**src/hdl/gcpa_pkg.sv**
```systemverilog
package gcpa_pkg;

  localparam int MAX_NODES    = 32;
  localparam int MAX_CHANNELS = 8;

  localparam int NODE_AW = $clog2(MAX_NODES);
  localparam int NODE_W  = 6;
  localparam int CH_W    = 4;
  localparam int CH_AW   = $clog2(MAX_CHANNELS);
  localparam int LOAD_W  = 16 + $clog2(MAX_NODES) + 1;
  localparam int TOTAL_W = 40;

  localparam int DVD_W  = 66;
  localparam int DVS_W  = 32;
  localparam int DIV_CW = $clog2(DVD_W + 1);
  localparam int RAD_W  = 64;
  localparam int ROOT_W = RAD_W / 2;
  localparam int SQ_CW  = $clog2(ROOT_W + 1);

  localparam logic [63:0] GAIN_K2  = 64'd3320413933267719290;
  localparam logic [31:0] SAT32    = 32'hFFFF_FFFF;
  localparam logic [16:0] Q16_ONE  = 17'h1_0000;

  typedef enum logic [1:0] {
    REG_NODE_COUNT    = 2'd0,
    REG_CHANNEL_COUNT = 2'd1,
    REG_NOISE_POWER   = 2'd2,
    REG_POWER_CAP     = 2'd3
  } cfg_reg_t;

endpackage

```
**src/hdl/gcpa_div.sv**
```systemverilog
module gcpa_div
  import gcpa_pkg::*;
(
  input  logic             clk,
  input  logic             rst,
  input  logic             start,
  input  logic [DVD_W-1:0] dividend,
  input  logic [DVS_W-1:0] divisor,
  output logic             done,
  output logic [DVD_W-1:0] quot
);

  logic [DVD_W-1:0]  dvd;
  logic [DVS_W-1:0]  dvs;
  logic [DVS_W-1:0]  rem;
  logic [DIV_CW-1:0] cnt;
  logic              busy;
  logic [DVS_W:0]    rem_sh;
  logic              ge;

  assign rem_sh = {rem, dvd[DVD_W-1]};
  assign ge     = rem_sh >= {1'b0, dvs};
  assign quot   = dvd;

  always_ff @(posedge clk) begin
    if (rst) begin
      busy <= 1'b0;
      done <= 1'b0;
      cnt  <= '0;
    end else begin
      done <= 1'b0;
      if (start) begin
        busy <= 1'b1;
        cnt  <= DIV_CW'(DVD_W);
        dvd  <= dividend;
        dvs  <= divisor;
        rem  <= '0;
      end else if (busy) begin
        rem <= ge ? DVS_W'(rem_sh - {1'b0, dvs}) : rem_sh[DVS_W-1:0];
        dvd <= {dvd[DVD_W-2:0], ge};
        cnt <= cnt - DIV_CW'(1);
        if (cnt == DIV_CW'(1)) begin
          busy <= 1'b0;
          done <= 1'b1;
        end
      end
    end
  end

endmodule

```
**config.mk**
```make
export PLATFORM = sky130hd
export DESIGN_NAME = gcpa_div
export DESIGN_NICKNAME = d
export VERILOG_FILES = /design/src/hdl/gcpa_pkg.sv /design/src/hdl/gcpa_div.sv
export SDC_FILE = /design/constraint.sdc
export NUM_CORES = 1
export LEC_CHECK = 0
export BUFFER_PORTS_ARGS = -buffer_cell sky130_fd_sc_hd__buf_2
export CORE_ASPECT_RATIO = 0.5
export CORE_MARGIN = 3
export CORE_UTILIZATION = 59
export CTS_BUF_LIST = sky130_fd_sc_hd__clkbuf_16
export DETAILED_ROUTE_END_ITERATION = 6
export PLACE_DENSITY = 0.86
export SLEW_MARGIN = 20
export SYNTH_ARGS = -nofsm -noshare
export SYNTH_HDL_FRONTEND = slang
export SYNTH_SLANG_ARGS = --single-unit
```
**constraint.sdc**
```tcl
create_clock -name clk -period 10.3 [get_ports clk]
set_input_delay 2.575 -clock clk [delete_from_list [all_inputs] [get_ports clk]]
set_output_delay 2.575 -clock clk [all_outputs]
set_load 0.005 [all_outputs]
```
# Word level (Yosys, flattened, before mapping)
# Index checks and enable logic that the tools add are counted.
[totals] regBits=139 in_bits=101 out_inout_bits=67 wordCells=28
[classes] n_addsub=2 magnitude_cmp=1 n_eq_ne=1 mux=10 n_bitwise=2 reduce_logical=5
[op_table] cell="two-way mux 66 bit" n=2
[op_table] cell="two-way mux 32 bit" n=2
[op_table] cell="greater-or-equal comparator 33 x 32 -> 1 bit" n=1
[op_table] cell="subtractor 32 bit" n=1
[op_table] cell="two-way mux 7 bit" n=2
[op_table] cell="equality test 7 x 1 -> 1 bit (second input constant)" n=1
[op_table] cell="subtractor 7 x 1 -> 7 bit (second input constant)" n=1
[op_table] cell="two-way mux 1 bit" n=4
[op_table] cell="AND reduction 2 bit" n=2
[op_table] cell="OR reduction 3 bit" n=1
[op_table] cell="NOT 1 bit" n=2
[op_table] cell="nonzero test 2 bit" n=1
[op_table] cell="OR reduction 2 bit" n=1

# Logic depth before layout (Yosys ltp)
[logic_depth] word_depth=4 ltp_mapped=13 ltp_nobuf=12

# Least setup slack after synthesis
# OpenSTA, ideal clock, no wires.
[synth_path] path_type="input -> register" from="input start" to="register dvd[0], in the netlist quot[0] (enable)" setup_ps=557 t_arrival_ps=7343 t_required_ps=9743 slack_ps=2400 cell_stages=4 path_buffers=2 cell_sequence="clkbuf_1 buf_1 nor2_1 nor2_1"
[synth_via] elab_chain_len=2
[synth_lines] element="start, declared" line="gcpa_div.sv:6" source="input logic start,"
[synth_lines] element="nonzero test 2 bit (no source line)"
[synth_lines] element="AND reduction 2 bit (no source line)"
[synth_lines] element="end signal, assigned" line="gcpa_div.sv:35" source="dvd <= dividend;"
[synth_lines] element="end signal, assigned" line="gcpa_div.sv:40" source="dvd <= {dvd[DVD_W-2:0], ge};"
[synth_lines] element="end, declared" line="gcpa_div.sv:13" source="logic [DVD_W-1:0] dvd;"
# Every way passes these cells.
# A chain may end at the register's enable or synchronous reset.

# Worst setup path in the final report
[layout_path] from="input start" to="register dvd[41], in the netlist quot[41] (data pin)"
[layout_via] elab_chain_len=1
[layout_lines] element="two-way mux 66 bit" line="gcpa_div.sv:32" source="if (start) begin"
# Every way passes these cells.

==> metrics.txt <==
total detailed-routing wirelength=16670 µm; clock root buffer=clkbuf_16; horizontal die dimension=164.7 µm; Setup violations, final=0; Max-Cap Viols=0; EDFF count, synth=130; length of the first detailed-routing pass in iterations=7; total core area=12050 µm²; YS warnings=0; top-area cell type share of the netlist area=0.5257; number of ports placed on the die boundary=168; Worst Setup Start Kind=primary input; switching power total=466.7 µW; routability congestion estimate from global placement=0.8608; switching share of power=0.2734; wire length of the first global-routing pass=26880 µm; relative contribution of sequential cells to total power=0.409; buffer depth of the longest clock path=2; largest clock skew in the final design=0.008701 ns; Filler cells=802; slowest stage cell on the critical path=buf_4; final antenna-violating net count=0; top_reg_cell synth=edfxtp_1; minimum hold slack=0.5620 ns; cell area power density=188.7 nW/µm²; post-cts gate resize count=0; initial antenna violation count=1; die area=14050 µm²; iteration-0 DRC count of the detailed router=between 400 and 500; Top cell by count, worst path=buf_4; maximum cell stage delay along the critical path=0.63 ns; Final #Nets=approximately 900; internal power summed over all cells=around 1.2 mW; mean area per synthesized cell=12.40 µm²; Slew headroom=0.5395; endpoint arrival time on the critical path=slightly above 4 ns; violated checks=DRC; clock insertion delay at the later pin of the skew report=0.42 ns; result of the run=finished with violations; drt via density=5.660; classification of the worst-slack hold path=reg2reg; final period demand of the worst path=3.973 ns; Cell variety after synth=52; cell breakdown of the critical path=buf_4 -> buf_4 -> mux2_2; H-tree depth=4; largest fanout of any net on the critical path=53; hpwl dp=11610 µm; sum of negative setup slack=0 ns; share of the cycle needed by the critical path after routing=0.3857; upper clock frequency limit=251.7 MHz; buffers inserted during post-CTS setup optimization=0; clock power share=0.389; Cells after DPL=917; total via count after detailed routing=5371; clock buffer count from CTS=17; number of hold-repair buffers added at the cts stage=0; type of the worst setup path=in2reg; routed length per instance=17.56 µm; post-synthesis register bit count=139; starting utilization of the core area=0.6162; fin. max-slew vios=0; IR Drop Worst-Case VDD=0.0001026 V; leakage power of the design=3.818 nW; Cell Area, Synth=7426 µm²; die span in y=85.33 µm; clk sinks=between 100 and 150; RSZ-0062 raised after global routing=false; Crit. End Element=flip-flop; transition time of the tightest slew-check pin=between 0.6 and 0.7 ns; final number of hold-violating endpoints=0; # port buffers=167; Global Route Usage Sum=0.2456; biggest area consumer among synthesized cells=edfxtp_1; n_diodes=0; worst slack after detailed placement=5.868 ns; proportion of synthesized chip area in sequential cells=0.5500; asr flop ratio synth=0; number of global-route vias before repair=5550; Site Rows=28; Layout Utilization=0.7507; top post-synthesis cells by area=edfxtp_1, mux2_2, ha_1; Synth Instances=599; post-route insts no fill=949; DR DRC count=1; setup slack after layout=6.327 ns; Net Count, Synth=735; share of layout cells above drive strength 1=0.3597; gr ovfl total=0; required time worst endpoint=between 10 and 15 ns; Comb pwr share=0.203; Worst-path clk slew=0.06 ns; clock tree from TritonCTS=yes; pin count of the biggest net entering global routing=54; area growth from synthesis to layout=21.84%
==> state kept, by name, summed over array words and instances (netlist names) <==
| register | count |
|---|---|
| cnt | 7 |
| quot | 66 |
| done | 1 |
| rem | 32 |
| dvs | 32 |
| busy | 1 |
==> metal layers <==
layer	GRT usage	wire length [µm]
met4	0.09589	401
met3	0.07265	1221
met2	0.4116	8260
met1	0.3025	6774
met5	0	8
==> stage by stage <==
step	cell area (µm²)	total power [mW]
floorplan	7426	0.9608
global route	9047	1.777
detailed placement	8411	1.046
finish	9047	1.707
global placement	8411	1.032
CTS	9047	1.707
==> cells in the final DEF, fill, tap and decap left out, types with 17 or more instances in the layout <==
cell	synthesis	final
buf_2	0	166
edfxtp_1	130	130
mux2_2	65	65
nor2_1	58	57
inv_1	42	43
a21oi_1	36	36
ha_1	34	34
nand2_1	29	29
xnor2_1	23	23
mux2i_1	22	22
o21ai_0	18	18
clkbuf_16	0	17
==> critical path, delay by kind of cell <==
kind / cells / cell delay (ns)
buf+inv: 2 / 1.11
mux: 1 / 0.42
==> cell families (layout without fill, tap and decap cells) <==
| logic type | count (synthesis) | in the layout | synth area share |
|---|---|---|---|
| fa+ha+maj | 35 | 35 | 0.05998 |
| buf+inv | 61 | 246 | 0.03673 |
| compound gates | 109 | 109 | 0.1021 |
| simple gates | 134 | 134 | 0.08290 |
| xor+xnor | 34 | 34 | 0.04010 |
| mux | 87 | 87 | 0.1282 |
| flops | 139 | 139 | 0.5500 |
==> final cells by class <==
| cell class | count | area (µm²) | share of cell area |
|---|---|---|---|
| multi-input combinational | 399 | 3087 | 0.3412 |
| clock buffer | 17 | 425.4 | 0.04702 |
| inverter | 42 | 157.7 | 0.01742 |
| tap | 165 | 206.4 | 0.02282 |
| clock inverter | 15 | 211.5 | 0.02337 |
| sequential | 139 | 4084 | 0.4514 |
| timing repair buffer | 172 | 875.8 | 0.09681 |
==> synthesized netlist by cell type, types with 3 or more instances <==
cell type and count:
a21boi_0 3, a211oi_1 7, ha_1 34, o21ai_0 18, or3_1 3, nand3_1 5
nand2b_1 7, a21o_1 8, nor2_1 58, nand4_1 5, dfxtp_1 9, and3_1 3
a211oi_2 4, mux2i_1 22, a21oi_1 36, inv_1 42, buf_1 7, xnor2_1 23
xor2_1 11, mux2_2 65, and4_1 3, o21bai_1 3, o211ai_1 5, clkbuf_1 8
o21a_1 4, nand2_1 29, edfxtp_1 130, nor2b_1 8, nor3_1 7
==> path summary, 6_finish.rpt <==
| path | to | slack [ns] | cells past startpoint | startpoint |
|---|---|---|---|---|
| setup / recovery | quot[41]$_DFFE_PP_ | 6.33 | 3 | start |
| hold / removal | cnt[5]$_SDFFE_PP0P_ | 0.56 | 2 | cnt[5]$_SDFFE_PP0P_ |
| setup reg to reg | rem[16]$_SDFFCE_PP0P_ | 6.77 | 11 | rem[1]$_SDFFCE_PP0P_ |
| hold reg to reg | cnt[5]$_SDFFE_PP0P_ | 0.56 | 2 | cnt[5]$_SDFFE_PP0P_ |
==> power by group through the flow <==
stage	Sequential, mW	Combinational, mW	Clock (mW)
floorplan	0.707	0.253	0
global route	0.702	0.382	0.693
CTS	0.698	0.344	0.665
detailed placement	0.708	0.338	0
finish	0.698	0.346	0.663
global placement	0.706	0.326	0
No activity file was read; power rests on OpenSTA's default activity.
