## src/hdl/gcpa_pkg.sv

```systemverilog
package gcpa_pkg;

  localparam int MAX_NODES    = 32;
  localparam int MAX_CHANNELS = 8;

  localparam int NODE_AW = $clog2(MAX_NODES);
  localparam int NODE_W  = 6;
  localparam int CH_W    = 4;
  localparam int CH_AW   = $clog2(MAX_CHANNELS);
  localparam int LOAD_W  = 16 + $clog2(MAX_NODES) + 1;
  localparam int TOTAL_W = 40;

  localparam int DVD_W  = 66;
  localparam int DVS_W  = 32;
  localparam int DIV_CW = $clog2(DVD_W + 1);
  localparam int RAD_W  = 64;
  localparam int ROOT_W = RAD_W / 2;
  localparam int SQ_CW  = $clog2(ROOT_W + 1);

  localparam logic [63:0] GAIN_K2  = 64'd3320413933267719290;
  localparam logic [31:0] SAT32    = 32'hFFFF_FFFF;
  localparam logic [16:0] Q16_ONE  = 17'h1_0000;

  typedef enum logic [1:0] {
    REG_NODE_COUNT    = 2'd0,
    REG_CHANNEL_COUNT = 2'd1,
    REG_NOISE_POWER   = 2'd2,
    REG_POWER_CAP     = 2'd3
  } cfg_reg_t;

endpackage

```

## src/hdl/gcpa_sqrt.sv

```systemverilog
module gcpa_sqrt
  import gcpa_pkg::*;
(
  input  logic              clk,
  input  logic              rst,
  input  logic              start,
  input  logic [RAD_W-1:0]  radicand,
  output logic              done,
  output logic [ROOT_W-1:0] root
);

  logic [RAD_W-1:0]    rad;
  logic [ROOT_W+1:0]   rem;
  logic [SQ_CW-1:0]    cnt;
  logic                busy;
  logic [ROOT_W+3:0]   rem_sh;
  logic [ROOT_W+3:0]   trial;
  logic                ge;

  assign rem_sh = {rem, rad[RAD_W-1:RAD_W-2]};
  assign trial  = {2'b00, root, 2'b01};
  assign ge     = rem_sh >= trial;

  always_ff @(posedge clk) begin
    if (rst) begin
      busy <= 1'b0;
      done <= 1'b0;
      cnt  <= '0;
    end else begin
      done <= 1'b0;
      if (start) begin
        busy <= 1'b1;
        cnt  <= SQ_CW'(ROOT_W);
        rad  <= radicand;
        rem  <= '0;
        root <= '0;
      end else if (busy) begin
        rem  <= ge ? (ROOT_W+2)'(rem_sh - trial) : rem_sh[ROOT_W+1:0];
        root <= {root[ROOT_W-2:0], ge};
        rad  <= {rad[RAD_W-3:0], 2'b00};
        cnt  <= cnt - SQ_CW'(1);
        if (cnt == SQ_CW'(1)) begin
          busy <= 1'b0;
          done <= 1'b1;
        end
      end
    end
  end

endmodule

```

## config.mk

```make
export PLATFORM = sky130hd
export DESIGN_NAME = gcpa_sqrt
export DESIGN_NICKNAME = d
export VERILOG_FILES = /design/src/hdl/gcpa_pkg.sv /design/src/hdl/gcpa_sqrt.sv
export SDC_FILE = /design/constraint.sdc
export NUM_CORES = 1
export LEC_CHECK = 0
export BUFFER_PORTS_ARGS = -buffer_cell sky130_fd_sc_hd__buf_2
export CAP_MARGIN = 10
export CORE_ASPECT_RATIO = 0.8
export CORE_MARGIN = 3
export CORE_UTILIZATION = 59
export DETAILED_ROUTE_END_ITERATION = 16
export PLACE_DENSITY_LB_ADDON = 0.12
export SLEW_MARGIN = 0
export SYNTH_ARGS = -nofsm -noshare
export SYNTH_HDL_FRONTEND = slang
export SYNTH_SLANG_ARGS = --single-unit
```

## constraint.sdc

```tcl
create_clock -name clk -period 9.75 [get_ports clk]
set_clock_uncertainty 0.15 [all_clocks]
set_input_delay 0.975 -clock clk [delete_from_list [all_inputs] [get_ports clk]]
set_output_delay 0.975 -clock clk [all_outputs]
set_load 0.01 [all_outputs]
```

Word-level counts from Yosys, hierarchy flattened
Index checks and enable logic that the tools add are counted.
- muxes and demuxes: 11
- reduce and logical (&&, ||, !) cells: 4
- magnitude comparators: 1
- bitwise logic cells: 2
- add/subtract/negate cells: 2
- equality and inequality tests: 1
- operators with widths (cell ; number):
    64-bit two-way mux ; 2
    34-bit two-way mux ; 2
    36-bit by 34-bit >= comparator with 1-bit output ; 1
    34-bit subtractor ; 1
    32-bit two-way mux ; 1
    6-bit two-way mux ; 2
    6-bit by 1-bit == test with 1-bit output, second input constant ; 1
    6-bit by 1-bit subtractor with 6-bit output, second input constant ; 1
    1-bit two-way mux ; 4
    3-bit OR reduction ; 1
    1-bit NOT ; 2
    2-bit AND reduction ; 1
    2-bit nonzero test ; 1
    2-bit OR reduction ; 1
- logic and storage cells: 28
- flip-flop bits (word level): 138
- bits of input ports: 67

Logic depth before layout (Yosys ltp)
Gate-level depths: netlist of run 1.
- word-level depth: 4
- gate-level depth with buffers: 14

Least setup slack after synthesis of run 1
OpenSTA, ideal clock, no wires.
- kind: input-to-reg
- start: input start
- end: register rad[0] (enable)
- data arrival time: 6.994 ns
- cell stages on the path: 4
- path slack: 1.984 ns
- cell sequence: clkbuf_1 -> clkbuf_1 -> nor2_1 -> nor2_1
- cells in the longest elaborated chain, start to end: 2
- RTL lines (what ; RTL line ; RTL):
    start, declared ; gcpa_sqrt.sv:6 ; input logic start,
    2-bit nonzero test (no line) ; - ;
    2-bit AND reduction (no line) ; - ;
    end signal, assigned ; gcpa_sqrt.sv:34 ; rad <= radicand;
    end signal, assigned ; gcpa_sqrt.sv:40 ; rad <= {rad[RAD_W-3:0], 2'b00};
    end, declared ; gcpa_sqrt.sv:12 ; logic [RAD_W-1:0] rad;
Every way passes these cells.
A chain may end at the register's enable or synchronous reset.

Worst setup path after layout of run 1
- start: register rem[4]
- end: register rem[25] (data pin)
- cells in the longest elaborated chain, start to end: 3
- elaborated cells on any way between the ends: 4
- classes of those cells: 1 x add/sub; 1 x order compare; 2 x mux
- RTL lines (what ; RTL line ; RTL):
    start, declared ; gcpa_sqrt.sv:13 ; logic [ROOT_W+1:0] rem;
    start signal, assigned ; gcpa_sqrt.sv:38 ; rem <= ge ? (ROOT_W+2)'(rem_sh - trial) : rem_sh[ROOT_W+1:0];
    34-bit subtractor or 36-bit by 34-bit >= comparator with 1-bit output (tied branches) ; gcpa_sqrt.sv:38, gcpa_sqrt.sv:22 ;
    34-bit two-way mux (*) ; gcpa_sqrt.sv:38 ;
    34-bit two-way mux (*) ; gcpa_sqrt.sv:37 ; end else if (busy) begin
Mark *: on every way between the ends. The rest lies on a longest branch, timed or not. The select of a mux whose other input is x is not followed.

==> results.toml, run 1 <==
[clock_network]
insertion_delay_ns = 0.42
cts_root_buf = "clkbuf_16"
cts.path.max_buffers = 2
cts_resized = 0
cts-buffers-inserted = 17
tritoncts = "done"
cts_max_level = 4
clkTransAtPathRegs_ns = 0.06
cts_sinks = 138
cts_hold_buf = 0
cts_setup_buffers = 0

[yosys]
syn-num-nets = 787
ys_ff_latch = 138
postSynthAreaPerCell_sq_um = 11.3
async_reset_ff_share_pct = 0
synth_top_family_by_area = "compound AO/OA/AOI/OAI gates"
synthXorXnorAreaFrac_pct = 3.74
synth_top_area_share_pct = 50.5
synth_compound_area_share_pct = 11.7
synth_simple_gate_area_share_pct = 11.2
muxShareOfSynthArea_pct = 10.3
ys_types = 60
yosysWarnings = 0
synth_top_area_cell = "edfxtp_1"
yosys-top-cells-area = "edfxtp_1, mux2_2, ha_1, nor2_1, a21oi_1"
synth_cells = 684
synth_ff_type = "edfxtp_1"
synth_adder_area_share_pct = 5.83
syn_area_sq_mm = 0.00773
yosysSeqAreaShare_pct = 52.6
synth-edff-count = 130

[power_and_ir_drop]
clock_power_share_pct = 37.5
power_density_mw_per_mm2 = 200
p_int_mw = 1.29
switching_power_uw = 491
swShare_pct = 27.5
ir_worst_vdd_mv = 0.143
p_seq_share_pct = 40.9
p_leak_nw = 3.57
share_comb_of_total_power_pct = 21.6

[critical_path]
regToRegEndpoint = "rem[25]"
endpoint_kind = "flop"
critical_path.max_fanout = 15
crit_type = "flop to flop"
regToRegSetupSlack_ns = 6.14
timing.rr.start = "rem[4]"
critPathRequiredTime_ns = 9.77
crit_arrival_ns = 3.63
critPathLaunchType = "flop"
ff2ff_path_depth = 9

[sta]
fmax_mhz = 277
maxSlewViolCount = 0
relSlewSlack_pct = 36.9
period_needed_ns = 3.61
setup_viol = 0
finalCritPeriodShare_pct = 37.1
tightest_slew_ns = 0.946
hold_viol_final = 0
layout_setup_ws_ns = 6.14
setup_tns_ns = 0
grt_setup_unrepaired = "false"

[outcome]
status = "finished clean"

[floorplanning]
core_sq_mm = 0.0125
die-area_sq_mm = 0.0145
die-height_um = 108
die_w_um = 134
floorplan.io_pins = 100
placementRows = 36
start_util_pct = 61.9

[global_route]
grt_max_degree = 78
grt_overflow = 0
grtUsageTotal_pct = 23.0
grt_pass1_wl_um = 26600
grt_pass1_vias = 5449
antenna_found_initial = 0

[detailed_routing]
drtPass1Iterations = 5
drt_iter0_drc = 463
drc_errors = 0
wirelength_um = 16300
ant_nets = 0
routed-via-count = 5594
wl_per_cell_um = 17.1
vias_per_cell = 5.85

[finish]
area_delta_synth_final_pct = 15.2
nets = 875
drive_gt1_share_pct = 26.2
multi_input_area_sq_mm = 0.00331
regArea_sq_mm = 0.00406
antennaDiodeCount = 0
filler_cell_count = 924

[worst_hold_path]
min_delay_path_depth = 2
whs_endpoint = "cnt[0]"
min_path_type = "flop to flop"
hold_path.startpoint = "cnt[0]"

[flow_run]
drv_cap = 0

[placement]
gp_congestion = 0.924
port_buffers = 99
dp_hpwl_um = 11100
post-place-ws_ns = 6.21
flip-flops by register name, indices dropped and copies added (netlist names):
register	flops
busy	1
rem	34
cnt	6
done	1
rad	64
root	32
critical path, stage by stage, from the launching register on:
cell and delay [ns]:
edfxtp_1 0.42, ha_1 0.40, or3_1 0.38, a21oi_1 0.19, a31oi_2 0.12, a31o_1 0.31
o2111ai_4 0.35, and2_1 0.70, nor2_2 0.11, a31o_2 0.23
layout by cell type, fill, tap and decap left out, types with 4 or more instances in the layout:
cell type	netlist	layout
edfxtp_1	130	130
buf_2	3	98
nor2_1	81	80
mux2_2	62	62
inv_1	49	49
a21oi_1	49	49
ha_1	36	36
nand2_1	35	35
o21ai_0	19	19
xnor2_1	19	19
nand3_1	17	17
clkbuf_16	0	17
xor2_1	14	14
nor3_1	12	12
a211oi_1	12	12
mux2i_1	10	10
nand4_1	8	8
dfxtp_1	8	8
o21a_1	6	6
and2_1	6	6
a31oi_1	6	6
o31ai_1	5	5
a21o_1	5	5
or3_1	4	4
o21bai_1	4	4
nor4_1	4	4
nor2b_1	4	4
bufinv_16	0	4
buf_4	0	4
cell families (layout without fill, tap and decap cells):
logic type / after synthesis / after routing
mux: 72 / 72
flops: 138 / 138
buf+inv: 82 / 183
simple gates: 188 / 188
xor+xnor: 33 / 33
compound gates: 135 / 135
fa+ha+maj: 36 / 36
stage by stage:
stage	util (%)	area, sq um	hold slack [ns]	total power, mW	instances
floorplan	-	7730	0.304	1.04	684
global placement	66.5	8300	0.311	1.11	924
detailed placement	66.5	8300	0.334	1.12	924
CTS	71.4	8900	0.339	1.79	956
global route	71.4	8900	0.366	1.86	956
finish	71.4	8900	0.343	1.79	956
routing by layer:
metal	vias up	routed length (um)	share of wire (%)	track usage, %
met4	0	247	1.5	8.00
met2	194	7390	45	35.4
met5	-	0	0	0
li1	2695	-	-	-
met3	26	961	5.9	5.91
met1	2679	7750	47	32.1
cells in the mapped netlist, types with 2 or more instances:
library cell    n
a211oi_1       12
buf_6           6
o2bb2ai_1       2
nand4_1         8
nor4_1          4
a221oi_1        2
nor2b_1         4
buf_2           3
and4_1          3
a21o_1          5
or3_1           4
o21bai_1        4
mux2_2         62
o211ai_1        3
xnor2_1        19
a31oi_1         6
nand3b_1        2
edfxtp_1      130
o31ai_1         5
inv_1          49
nor2_1         81
nand2_1        35
and3_1          3
or2_2           2
a31o_2          3
buf_1           2
ha_1           36
a32oi_1         2
a31oi_2         2
o21ai_0        19
nor3b_1         2
a21oi_1        49
a2111oi_0       2
clkbuf_1       21
dfxtp_1         8
o21a_1          6
nand3_1        17
xor2_1         14
and2_1          6
mux2i_1        10
nor3_1         12
worst max path at each step:
| stage | cells after the start | start | slack (ns) | endpoint |
|---|---|---|---|---|
| 2_1_floorplan | 4 | start | 1.98 | rad[0] |
| 3_3_place_gp | 10 | root[4] | 6.34 | rem[25] |
| 3_5_place_dp | 10 | root[15] | 6.21 | rem[27] |
| 4_1_cts | 10 | root[4] | 6.18 | rem[25] |
| 5_1_grt | 10 | root[15] | 5.83 | rem[12] |
| 6_report | 9 | rem[4] | 6.14 | rem[25] |
power by group through the flow:
stage          clock network [mW]  registers, mW  logic, mW
2_1_floorplan                   0          0.745      0.290
3_3_place_gp                    0          0.740      0.368
3_5_place_dp                    0          0.742      0.376
4_1_cts                     0.681          0.730      0.380
5_1_grt                     0.703          0.735      0.426
6_report                    0.669          0.730      0.386
final cells by class:
| cell class | count | area share, % |
|---|---|---|
| flip-flops and latches | 138 | 45.6 |
| multi-input cells | 464 | 37.2 |
| repair buffers | 102 | 5.85 |
| clock buffers | 20 | 4.90 |
| well taps | 171 | 2.40 |
| inverters | 49 | 2.07 |
| clock inverters | 12 | 1.92 |
No activity file was read; power rests on OpenSTA's default activity.
==> inputs of run 2 (changes only) <==
--- a/config.mk
+++ b/config.mk
@@ -9,7 +9,7 @@
 export CAP_MARGIN = 10
 export CORE_ASPECT_RATIO = 0.8
 export CORE_MARGIN = 3
-export CORE_UTILIZATION = 59
+export CORE_UTILIZATION = 53
 export DETAILED_ROUTE_END_ITERATION = 16
 export PLACE_DENSITY_LB_ADDON = 0.12
 export SLEW_MARGIN = 0
==> constraint.sdc (replaced) <==
create_clock -name clk -period 3.2 [get_ports clk]
set_clock_uncertainty 0.15 [all_clocks]
set_input_delay 0.32 -clock clk [delete_from_list [all_inputs] [get_ports clk]]
set_output_delay 0.32 -clock clk [all_outputs]
set_load 0.01 [all_outputs]
==> results.toml, run 2 (synthesized netlist as in run 1, its figures left out) <==
[finish]
antennaDiodeCount = 0
area_delta_synth_final_pct = 17.4
drive_gt1_share_pct = 29.6
top_regs = "rad: 64 flops, rem: 34 flops, root: 32 flops"
filler_cell_count = 1089
regArea_sq_mm = 0.00406
nets = 891
multi_input_area_sq_mm = 0.00339
final_cells = 981
top_register = "rad"
mostFrequentLayoutCell = "edfxtp_1"
layout_common_cells = "edfxtp_1, buf_2, nor2_1"
largest_reg_flops = 64

[global_route]
grt_pass1_wl_um = 27100
grt_overflow = 0
grt_pass1_vias = 5675
grt_max_degree = 134
grtUsageTotal_pct = 21.2
antenna_found_initial = 1

[sta]
hold_viol_final = 0
layout_setup_ws_ns = 0.138
finalCritPeriodShare_pct = 95.7
relSlewSlack_pct = 57.3
setup_tns_ns = 0
tightest_slew_ns = 0.640
maxSlewViolCount = 0
grt_setup_unrepaired = "false"
setup_viol = 0
fmax_mhz = 327
period_needed_ns = 3.06

[critical_path]
regToRegSetupSlack_ns = 0.14
endpoint_kind = "flop"
ff2ff_path_depth = 11
critical_path.max_fanout = 3
critPathCapture = "rem[25]"
cp_cell_sequence = "inv_1 > ha_1 > o21ai_0 > a22o_1 > o31ai_1 > buf_4 > o31ai_1 > a21oi_1 > o31ai_2 > nand3_1 > a31o_2"
crit_top_cell = "o31ai_1"
crit_type = "flop to flop"
critPathLaunchType = "flop"
timing.rr.start = "root[1]"
critPathRequiredTime_ns = 3.23
crit_arrival_ns = 3.09
critPathBufInv = 2
critPathMaxStageDelay_ns = 0.39
startpoint = "root[1]"
regToRegEndpoint = "rem[25]"
slowest_stage = "edfxtp_1"
critical_path.top_delay_family = "compound AO/OA/AOI/OAI gates"
cp.depth = 11

[power_and_ir_drop]
p_seq_share_pct = 42.5
share_comb_of_total_power_pct = 23.6
ir_worst_vdd_mv = 0.429
power_density_mw_per_mm2 = 578
p_int_mw = 3.68
swShare_pct = 29.8
clock_power_share_pct = 33.9
switching_power_mw = 1.56
p_leak_nw = 3.62

[outcome]
status = "finished clean"

[clock_network]
tritoncts = "done"
cts.path.max_buffers = 2
cts_max_level = 4
cts-buffers-inserted = 17
cts_root_buf = "clkbuf_16"
cts_sinks = 138
clkTransAtPathRegs_ns = 0.06
insertion_delay_ns = 0.42

[floorplanning]
start_util_pct = 55.5
placementRows = 38
die-area_sq_mm = 0.0161
core_sq_mm = 0.0139
die_w_um = 141
floorplan.io_pins = 100
die-height_um = 114

[detailed_routing]
drc_errors = 0
drt_iter0_drc = 412
wl_per_cell_um = 16.9
routed-via-count = 5597
vias_per_cell = 5.71
wirelength_um = 16600
drtPass1Iterations = 5
ant_nets = 0

[placement]
gp_congestion = 0.935
dp_hpwl_um = 11200
placedCellCount = 946
post-place-ws_ns = 0.0115
port_buffers = 99

[flow_run]
drv_cap = 0

[worst_hold_path]
min_path_type = "input pin to flop"
[run 2: stage by stage]
stage	power [mW]	hold WS, ns	utilization [%]	instance area, sq um
2_1_floorplan	3.14	0.242	-	7760
3_3_place_gp	3.42	0.314	60.6	8440
3_5_place_dp	3.45	0.330	60.6	8440
4_1_cts	5.24	0.0279	64.6	9000
5_1_grt	5.51	0.0301	65.1	9070
6_report	5.24	0.0456	65.1	9070
[run 2: power groups by stage]
stage / registers (mW) / logic (mW) / clock network, mW
3_3_place_gp: 2.26 / 1.17 / 0
2_1_floorplan: 2.26 / 0.886 / 0
3_5_place_dp: 2.26 / 1.19 / 0
4_1_cts: 2.23 / 1.20 / 1.81
6_report: 2.23 / 1.24 / 1.78
5_1_grt: 2.24 / 1.37 / 1.90
[run 2: worst min-delay path by stage]
stage / from / endpoint / depth (start not counted)
finish: radicand[1] / rad[1] / 2
global route: radicand[42] / rad[42] / 2
floorplan: rst / cnt[5] / 1
global placement: cnt[0] / cnt[0] / 2
CTS: radicand[45] / rad[45] / 2
detailed placement: cnt[0] / cnt[0] / 2
[run 2: timing repair]
item | CTS | global route
pin swaps | 0 | 2
gates resized for setup | 5 | 15
hold buffers | 1 | 0
setup endpoints to repair | 21 | 32
endpoints found under the hold margin | 1 | 0
buffers inserted | 0 | 2
[run 2: final cells by class]
class                      instances  share of cell area [%]
tap                              180                    2.48
clock buffer                      18                    4.73
sequential                       138                    44.8
inverter                          49                    2.03
clock inverter                    14                    1.10
multi-input combinational        464                    37.3
timing repair buffer             118                    7.50
[run 2: layer usage]
layer	share of wire [%]	up-vias	GRT usage [%]
met3	6.9	32	6.41
met2	46	194	33.6
met1	45	2645	28.1
li1	-	2724	-
met4	1.8	2	7.04
met5	0.042	-	0
